File: src/hdl/bls_pkg.sv
// -----------------------------------------------------------------------------
// Bounded LIFO stack package
// Request and response types and status codes shared by the core and checker.
// -----------------------------------------------------------------------------
package bls_pkg;

  localparam int unsigned WordW = 32;

  typedef enum logic [1:0] {
    ModePush   = 2'd0,
    ModePop    = 2'd1,
    ModeSearch = 2'd2,
    ModeShow   = 2'd3
  } mode_e;

  typedef enum logic [2:0] {
    StatusPopped    = 3'd0,
    StatusPopEmpty  = 3'd1,
    StatusFound     = 3'd2,
    StatusNotFound  = 3'd3,
    StatusShown     = 3'd4,
    StatusShowEmpty = 3'd5,
    StatusPushFull  = 3'd6
  } status_e;

  localparam logic signed [WordW-1:0] DataNegOne = -32'sd1;
  localparam logic signed [WordW-1:0] DataZero   = 32'sd0;

  typedef struct packed {
    mode_e                    mode;
    logic signed [WordW-1:0]  value;
  } req_t;

  typedef struct packed {
    status_e                  status;
    logic signed [WordW-1:0]  data;
    logic                     last;
  } rsp_t;

endpackage

File: src/hdl/bounded_lifo_stack_search_core.sv
// -----------------------------------------------------------------------------
// Bounded LIFO stack core
// Stack of signed 32-bit words with push, pop, search and show requests.
// -----------------------------------------------------------------------------
// A request is taken when start is high and busy is low. Results come out one
// per cycle on rsp_o, each marked by a one-cycle strobe_o; the receiver cannot
// hold them off, so every result must be captured the cycle it appears. The
// words sit in a single-port-write, registered-read memory, so a word that is
// read passes through rd_data_q before it can reach a result. Per request:
//   push          busy never rises; a full stack gives one result in the
//                 next cycle
//   pop           one memory read, then the result; a direct result when empty
//   search        entries are read bottom-up until the first match or the
//                 top entry, then one result; a direct result if empty
//   show          one result per cycle from top to bottom, last
//                 set on the bottom entry; a single result if empty
// Any result with last set is shown while busy is already low, so the next
// request may be taken in that same cycle. Entries above the fill count never
// reach a result, so the memory needs no clearing after reset.
// -----------------------------------------------------------------------------
module bounded_lifo_stack_search_core #(
  parameter int unsigned DEPTH = 32
) (
  input  logic           clk_i,
  input  logic           rst_ni,
  input  logic           start,
  output logic           busy,
  input  bls_pkg::req_t  req_i,
  output logic           strobe_o,
  output bls_pkg::rsp_t  rsp_o
);

  localparam int unsigned AddrW = (DEPTH > 1) ? $clog2(DEPTH) : 1;
  localparam int unsigned CntW  = $clog2(DEPTH + 1);

  typedef enum logic [1:0] {
    StIdle,
    StPop,
    StSearch,
    StShow
  } state_e;

  state_e                          state_q;
  logic [CntW-1:0]                 count_q;
  logic [AddrW-1:0]                idx_q;
  logic signed [bls_pkg::WordW-1:0] key_q;
  logic                            strobe_q;
  bls_pkg::rsp_t                   rsp_q;

  // stack storage
  logic signed [bls_pkg::WordW-1:0] mem [DEPTH];
  logic signed [bls_pkg::WordW-1:0] rd_data_q;

  logic             accept;
  logic             full;
  logic             empty;
  logic [CntW-1:0]  top_cnt;
  logic [AddrW-1:0] top_addr;
  logic [AddrW-1:0] rd_addr;
  logic             wr_en;

  assign accept   = start && (state_q == StIdle);
  assign full     = (count_q == CntW'(DEPTH));
  assign empty    = (count_q == '0);
  assign top_cnt  = count_q - 1'b1;
  assign top_addr = top_cnt[AddrW-1:0];
  assign wr_en    = accept && (req_i.mode == bls_pkg::ModePush) && !full;

  // Read address for the word needed next cycle. Writes only happen while
  // idle, and every read follows its request's acceptance, so a read never
  // meets a write to the same entry in one edge.
  always_comb begin
    case (state_q)
      StIdle: begin
        rd_addr = (req_i.mode == bls_pkg::ModeSearch) ? '0 : top_addr;
      end
      StSearch: begin
        rd_addr = idx_q + 1'b1;
      end
      StShow: begin
        rd_addr = idx_q - 1'b1;
      end
      default: begin
        rd_addr = idx_q;
      end
    endcase
  end

  always_ff @(posedge clk_i) begin
    if (wr_en) begin
      mem[count_q[AddrW-1:0]] <= req_i.value;
    end
    rd_data_q <= mem[rd_addr];
  end

  // Control and registered result
  always_ff @(posedge clk_i or negedge rst_ni) begin
    if (!rst_ni) begin
      state_q  <= StIdle;
      count_q  <= '0;
      idx_q    <= '0;
      key_q    <= '0;
      strobe_q <= 1'b0;
      rsp_q    <= '0;
    end else begin
      strobe_q <= 1'b0;
      case (state_q)
        StIdle: begin
          if (accept) begin
            case (req_i.mode)
              bls_pkg::ModePush: begin
                if (full) begin
                  strobe_q <= 1'b1;
                  rsp_q    <= '{status: bls_pkg::StatusPushFull,
                                data: bls_pkg::DataZero, last: 1'b1};
                end else begin
                  count_q <= count_q + 1'b1;
                end
              end
              bls_pkg::ModePop: begin
                if (empty) begin
                  strobe_q <= 1'b1;
                  rsp_q    <= '{status: bls_pkg::StatusPopEmpty,
                                data: bls_pkg::DataNegOne, last: 1'b1};
                end else begin
                  count_q <= top_cnt;
                  state_q <= StPop;
                end
              end
              bls_pkg::ModeSearch: begin
                if (empty) begin
                  strobe_q <= 1'b1;
                  rsp_q    <= '{status: bls_pkg::StatusNotFound,
                                data: bls_pkg::DataZero, last: 1'b1};
                end else begin
                  idx_q   <= '0;
                  key_q   <= req_i.value;
                  state_q <= StSearch;
                end
              end
              default: begin
                if (empty) begin
                  strobe_q <= 1'b1;
                  rsp_q    <= '{status: bls_pkg::StatusShowEmpty,
                                data: bls_pkg::DataZero, last: 1'b1};
                end else begin
                  idx_q   <= top_addr;
                  state_q <= StShow;
                end
              end
            endcase
          end
        end
        StPop: begin
          strobe_q <= 1'b1;
          rsp_q    <= '{status: bls_pkg::StatusPopped, data: rd_data_q, last: 1'b1};
          state_q  <= StIdle;
        end
        StSearch: begin
          // rd_data_q holds entry idx_q; scan bottom-up, stop on first hit
          if (rd_data_q == key_q) begin
            strobe_q <= 1'b1;
            rsp_q    <= '{status: bls_pkg::StatusFound,
                          data: bls_pkg::DataZero, last: 1'b1};
            state_q  <= StIdle;
          end else if (idx_q == top_addr) begin
            strobe_q <= 1'b1;
            rsp_q    <= '{status: bls_pkg::StatusNotFound,
                          data: bls_pkg::DataZero, last: 1'b1};
            state_q  <= StIdle;
          end else begin
            idx_q <= idx_q + 1'b1;
          end
        end
        StShow: begin
          // top-down walk, bottom entry closes the request
          strobe_q <= 1'b1;
          rsp_q    <= '{status: bls_pkg::StatusShown, data: rd_data_q,
                        last: (idx_q == '0)};
          if (idx_q == '0) begin
            state_q <= StIdle;
          end else begin
            idx_q <= idx_q - 1'b1;
          end
        end
        default: begin
          state_q <= StIdle;
        end
      endcase
    end
  end

  assign busy     = (state_q != StIdle);
  assign strobe_o = strobe_q;
  assign rsp_o    = rsp_q;

endmodule

File: config.mk
export PLATFORM = sky130hd
export DESIGN_NAME = bounded_lifo_stack_search_core
export DESIGN_NICKNAME = d
export VERILOG_FILES = /design/src/hdl/bls_pkg.sv /design/src/hdl/bounded_lifo_stack_search_core.sv
export SDC_FILE = /design/constraint.sdc
export NUM_CORES = 1
export LEC_CHECK = 0
export BUFFER_PORTS_ARGS = -buffer_cell sky130_fd_sc_hd__buf_4
export CORE_ASPECT_RATIO = 1.25
export CORE_UTILIZATION = 30
export CTS_CLUSTER_DIAMETER = 30
export DETAILED_ROUTE_END_ITERATION = 16
export GPL_ROUTABILITY_DRIVEN = 0
export HOLD_SLACK_MARGIN = 0.03
export PLACE_DENSITY = 0.41
export SYNTH_ARGS = -nofsm -noshare
export SYNTH_HDL_FRONTEND = slang
export SYNTH_SLANG_ARGS = --single-unit
File: constraint.sdc
create_clock -name clk_i -period 5.8 [get_ports clk_i]
set_input_delay 0.87 -clock clk_i [delete_from_list [all_inputs] [get_ports clk_i]]
set_output_delay 0.87 -clock clk_i [all_outputs]
set_load 0.005 [all_outputs]
# Word level (Yosys, flattened, before mapping)
# Memories as Yosys holds them, arrays and structs flattened. A register that Yosys moved wholly into a read port is not among the register bits.
# Cells that the tools add are included.
# word_totals
register_bits	82
latch_bits	0
mem_bits_rw	1024
rom_bits	0
in_bits	37
out_inout_bits	38
wordCells	95
n_memories	1
# op_classes
addsub	4
multipliers	0
n_div	0
magnitude_cmp	0
n_eq_ne	23
shift	0
muxes	40
bitwise	1
n_reduce_logical	18
# memory_table
name	words	width	rd	rd_ports_with_merged_regs	write_ports	line	text
mem	32	32	1	1	1	bounded_lifo_stack_search_core.sv:51	logic signed [bls_pkg::WordW-1:0] mem [DEPTH];
# op_table
op	count
2-to-1 mux 36 bit	7
case mux 36 bit (4 select lines)	1
case mux 36 bit (3 select lines)	1
2-to-1 mux 5 bit	7
== test 32 bit	1
case mux 5 bit (3 select lines)	2
inequality test 2 bit (second input constant)	10
2-to-1 mux 2 bit	7
2-to-1 mux 6 bit	2
inequality test 3 bit (second input constant)	4
case mux 6 bit (2 select lines)	1
case mux 5 bit (2 select lines)	1
AND reduction 5 bit	2
2-to-1 mux 1 bit	8
case mux 2 bit (4 select lines)	1
AND reduction 7 bit	1
adder 6 x 1 -> 6 bit (second input constant)	1
== test 2 bit (second input constant)	3
== test 6 bit (second input constant)	1
logical NOT 6 bit	1
case mux 2 bit (3 select lines)	1
AND reduction 6 bit	1
subtractor 6 x 1 -> 6 bit (second input constant)	1
adder 5 x 1 -> 5 bit (second input constant)	1
14 further kinds	20

# Longest topological paths before layout
# depth
ltp_word	6
mapped_depth	13
depth_no_buf	9

# Worst setup path before layout
# OpenSTA, ideal clock, no wires.
# synth_timing
path_type	input -> register
startpoint	in req_i[32] (netlist bit)
endpoint	mem mem[31][0] (netlist bit), enable pin
setup_ps	461
t_arrival_ps	3611
required_time_ps	5339
path_slack_ps	1728
path_stages	4
path_buffers	0
cell_sequence	inv_1 ha_1 nand3_1 nor3_1
# synth_between
elab_chain_cells	5
# synth_rtl
element	line	text
start, declared	bounded_lifo_stack_search_core.sv:28	input bls_pkg::req_t req_i,
logical NOT 2 bit	bounded_lifo_stack_search_core.sv:67	assign wr_en = accept && (req_i.mode == bls_pkg::ModePush) && !full;
logical AND 1 bit (2 in series)	bounded_lifo_stack_search_core.sv:67	
2-to-1 mux 1 bit	bounded_lifo_stack_search_core.sv:90	if (wr_en) begin
2-to-1 mux 1 bit (not written as such)	bounded_lifo_stack_search_core.sv:91	mem[count_q[AddrW-1:0]] <= req_i.value;
end, declared	bounded_lifo_stack_search_core.sv:51	
# No other way between the ends.

# Worst setup path in the final report
# layout_timing
startpoint	reg state_q[1]
endpoint	reg rd_data_q[2] (netlist bit), read port of mem
# layout_between
elab_chain_cells	2
elab_cells_between_ends	4
cone_classes	eq/ne (2); mux (1); reduce/logical (1)
# layout_rtl
element	line	text
start, declared	bounded_lifo_stack_search_core.sv:43	state_e state_q;
start signal, assigned	bounded_lifo_stack_search_core.sv:99	state_q <= StIdle;
start signal, assigned	bounded_lifo_stack_search_core.sv:127	state_q <= StPop;
start signal, assigned	bounded_lifo_stack_search_core.sv:138	state_q <= StSearch;
== test 2 bit / logical NOT 2 bit (equally long branches)	bounded_lifo_stack_search_core.sv:73	case (state_q)
case mux 5 bit (3 select lines) (*)	bounded_lifo_stack_search_core.sv:73	
end, declared	bounded_lifo_stack_search_core.sv:52	logic signed [bls_pkg::WordW-1:0] rd_data_q;
# Mark *: on every way between the ends. The rest lies on a longest branch, timed or not.
# A chain may end at the register's enable or synchronous reset.

==> flow_summary.ini <==
[sta]
tightestPinTransition_ps = 1227
whs_ps = 128.2
maxSlewViolCount = 0
tns_ps = 0
fmax_ghz = 0.2377
fin_skew_ps = 39.74
relSlewSlack = 0.1822
finalSetupViolCount = 0
final_hold_viol_count = 0
finalCriticalPeriod_ps = 4208
grt_setup_unrepaired = no
fin_crit_sh = 0.7255

[drt]
drtPass1Iterations = 5
vias = 26370
remaining_drc_errors = 0
wire_per_inst_um = 27.22
ant_nets = 0
wirelength_mm = 143.7
drt_iter0_drc = 2113
vias_per_cell = 4.994

[power_and_ir_drop]
powerDensity_nw_per_um2 = 638.3
ir_drop_v = 0.0006364
p_total_mw = 35.52
power.leakage_nw = 19.48

[logic_synthesis]
seq_area_frac_synth = 0.7418
yosys_warnings = 0
syn_nets = 2977
ys_ff_latch = 1138
syn_inst = 2925
synth-edff-count = 1024
ys_async_sr_fraction = 0.07206
synthDistinctLibCells = 74
avgSynthCellArea_um2 = 15.41
synthFlopType = edfxtp_1
netlist_area_um2 = 45080

[setup_path]
arrival_ps = 4880
cp_num_buf_inv = 1
critical-path-top-delay-family = simple AND/OR/NAND/NOR gates
critPathMaxFanout = 19
path_cells = ha_1 -> or4b_1 -> a21oi_1 -> nor4_2 -> o221ai_4 -> or2_2 -> buf_4 -> a311oi_1 -> nor3_1
worstSetupStartpointType = register
worstSetupPathType = register to register
cp_slowest_cell = o221ai_4
worstPathRequired_ps = 6470
crit_path_end_kind = register
cpPeakStageDelay_ps = 640

[clock_tree]
cts_sinks = 1138
cts.root.buffer_cell = clkbuf_16
numCtsBuffers = 200
path_clk_slew_ps = 50
postCtsHoldBufs = 0
cts_resized = 0
htree_levels = 4
clk_latency_ps = 810
cts_tree = built
cts_max_path_buffers = 3
post-cts-setup-buffer-count = 0

[die]
die_w_um = 348.7
core_um2 = 148700
start_util = 0.3033
dieHeight_um = 435.4
dieArea_um2 = 151800
rows = 158
pin_count = 75

[finish]
fin_area_um2 = 55650
layout_common_cells = 1024 x edfxtp_1, 557 x nand2_1, 200 x clkbuf_16
n_fill_cell = 14020
layout_commonest_cell = edfxtp_1
area_growth_pct = 23.45
fin_nets = 3153
final_util = 0.3744
drive_gt1_frac = 0.1930

[grt]
grt.overflow.total = 0
grt_pass1_wl_mm = 204.4
grt_antenna_before_repair = 4
grt_pass1_vias = 27180
grt_usage = 0.1899
grt_start_max_net_pins = 100

[worst_hold_path]
holdCritPathClass = input pin to asynchronous set/reset pin

[placement]
portBuffers = 74
post-dp-hpwl_mm = 79.42
placed_cell_area_um2 = 48510

[status]
outcome = complete, no violations

[run]
drv_cap = 0
## Yosys cell counts, types with 27 or more instances
| library cell | instances | share of area |
|---|---|---|
| a2111oi_0 | 32 | 0.0062 |
| a21oi_1 | 132 | 0.015 |
| a22o_1 | 27 | 0.0052 |
| a311oi_1 | 36 | 0.0070 |
| a31oi_1 | 32 | 0.0044 |
| and3_1 | 32 | 0.0044 |
| buf_2 | 49 | 0.0054 |
| clkbuf_1 | 97 | 0.0081 |
| dfrtp_1 | 82 | 0.046 |
| dfxtp_1 | 32 | 0.014 |
| edfxtp_1 | 1024 | 0.68 |
| mux2_1 | 58 | 0.014 |
| mux2i_1 | 155 | 0.034 |
| mux4_2 | 61 | 0.030 |
| nand2_1 | 558 | 0.046 |
| nand3_1 | 90 | 0.010 |
| nor2_1 | 60 | 0.0050 |
| nor3_1 | 32 | 0.0036 |
| o22ai_1 | 65 | 0.0090 |
| xnor2_1 | 38 | 0.0074 |
## power breakdown
group	total (mW)	internal (mW)	switching (mW)
Sequential	9.95	9.43	0.520
Clock	12.2	7.94	4.31
Combinational	13.3	4.72	8.60
Total	35.5	22.1	13.4
## logic make-up (layout without fill, tap and decap cells)
logic type | after synthesis | in the layout | synth area share
DFF | 1138 | 1138 | 0.7418
muxes | 284 | 284 | 0.08187
other | 0 | 2 | 0
and+or+nand+nor | 808 | 808 | 0.07504
xor gates and xnor gates | 49 | 49 | 0.01013
buffers and inverters | 204 | 558 | 0.02187
adders and majority gates | 15 | 15 | 0.004163
AOI/OAI and AO/OA | 427 | 427 | 0.06516
## worst reg2reg max path: cells and delay by family (launching register included)
kind / cells / cell delay, ps
and+or+nand+nor: 4 / 1620
AOI/OAI and AO/OA: 3 / 980
adders and majority gates: 1 / 530
buffers and inverters: 1 / 530
DFF: 1 / 420
## stage by stage
step	std cells	worst slack, ps
6_report	5281	1592
5_1_grt	5280	1286
2_1_floorplan	2925	1728
3_5_place_dp	4899	1335
3_3_place_gp	4899	1337
4_1_cts	5279	1553
## state kept, by name, summed over array words and instances (netlist names)
name / flops
rd_data_q: 32
rsp_o: 36
strobe_o: 1
mem: 1024
count_q: 6
state_q: 2
key_q: 32
idx_q: 5
## final timing paths
kind	from	cells after the start	end	slack (ps)
worst max-delay path	state_q[1]	9	rd_data_q[2]	1590
worst min-delay path	rst_ni	1	count_q[2]	130
worst max register to register	state_q[1]	9	rd_data_q[2]	1590
worst min register to register	rsp_o[33]	1	rsp_o[33]	490
max in group asynchronous	rst_ni	2	rsp_o[1]	4460
min in group clk_i	start	3	strobe_o	420
## layout make-up
cell class / instances / area [µm²] / share of cell area
Antenna cell: 2 / 5.005 / 0.00008993
Clock buffer: 236 / 5250 / 0.09433
Clock inverter: 144 / 1891 / 0.03397
Inverter: 18 / 67.56 / 0.001214
Multi-Input combinational cell: 1583 / 11000 / 0.1976
Sequential cell: 1138 / 33440 / 0.6009
Tap cell: 2000 / 2502 / 0.04496
Timing Repair Buffer: 160 / 1501 / 0.02698
## layer usage
| layer | track usage | routed length (µm) |
|---|---|---|
| met1 | 0.2408 | 60480 |
| met2 | 0.3244 | 72560 |
| met3 | 0.03377 | 6517 |
| met4 | 0.06544 | 4169 |
| met5 | 0 | 13 |
Note: power is estimated with default switching activity, not from simulation.
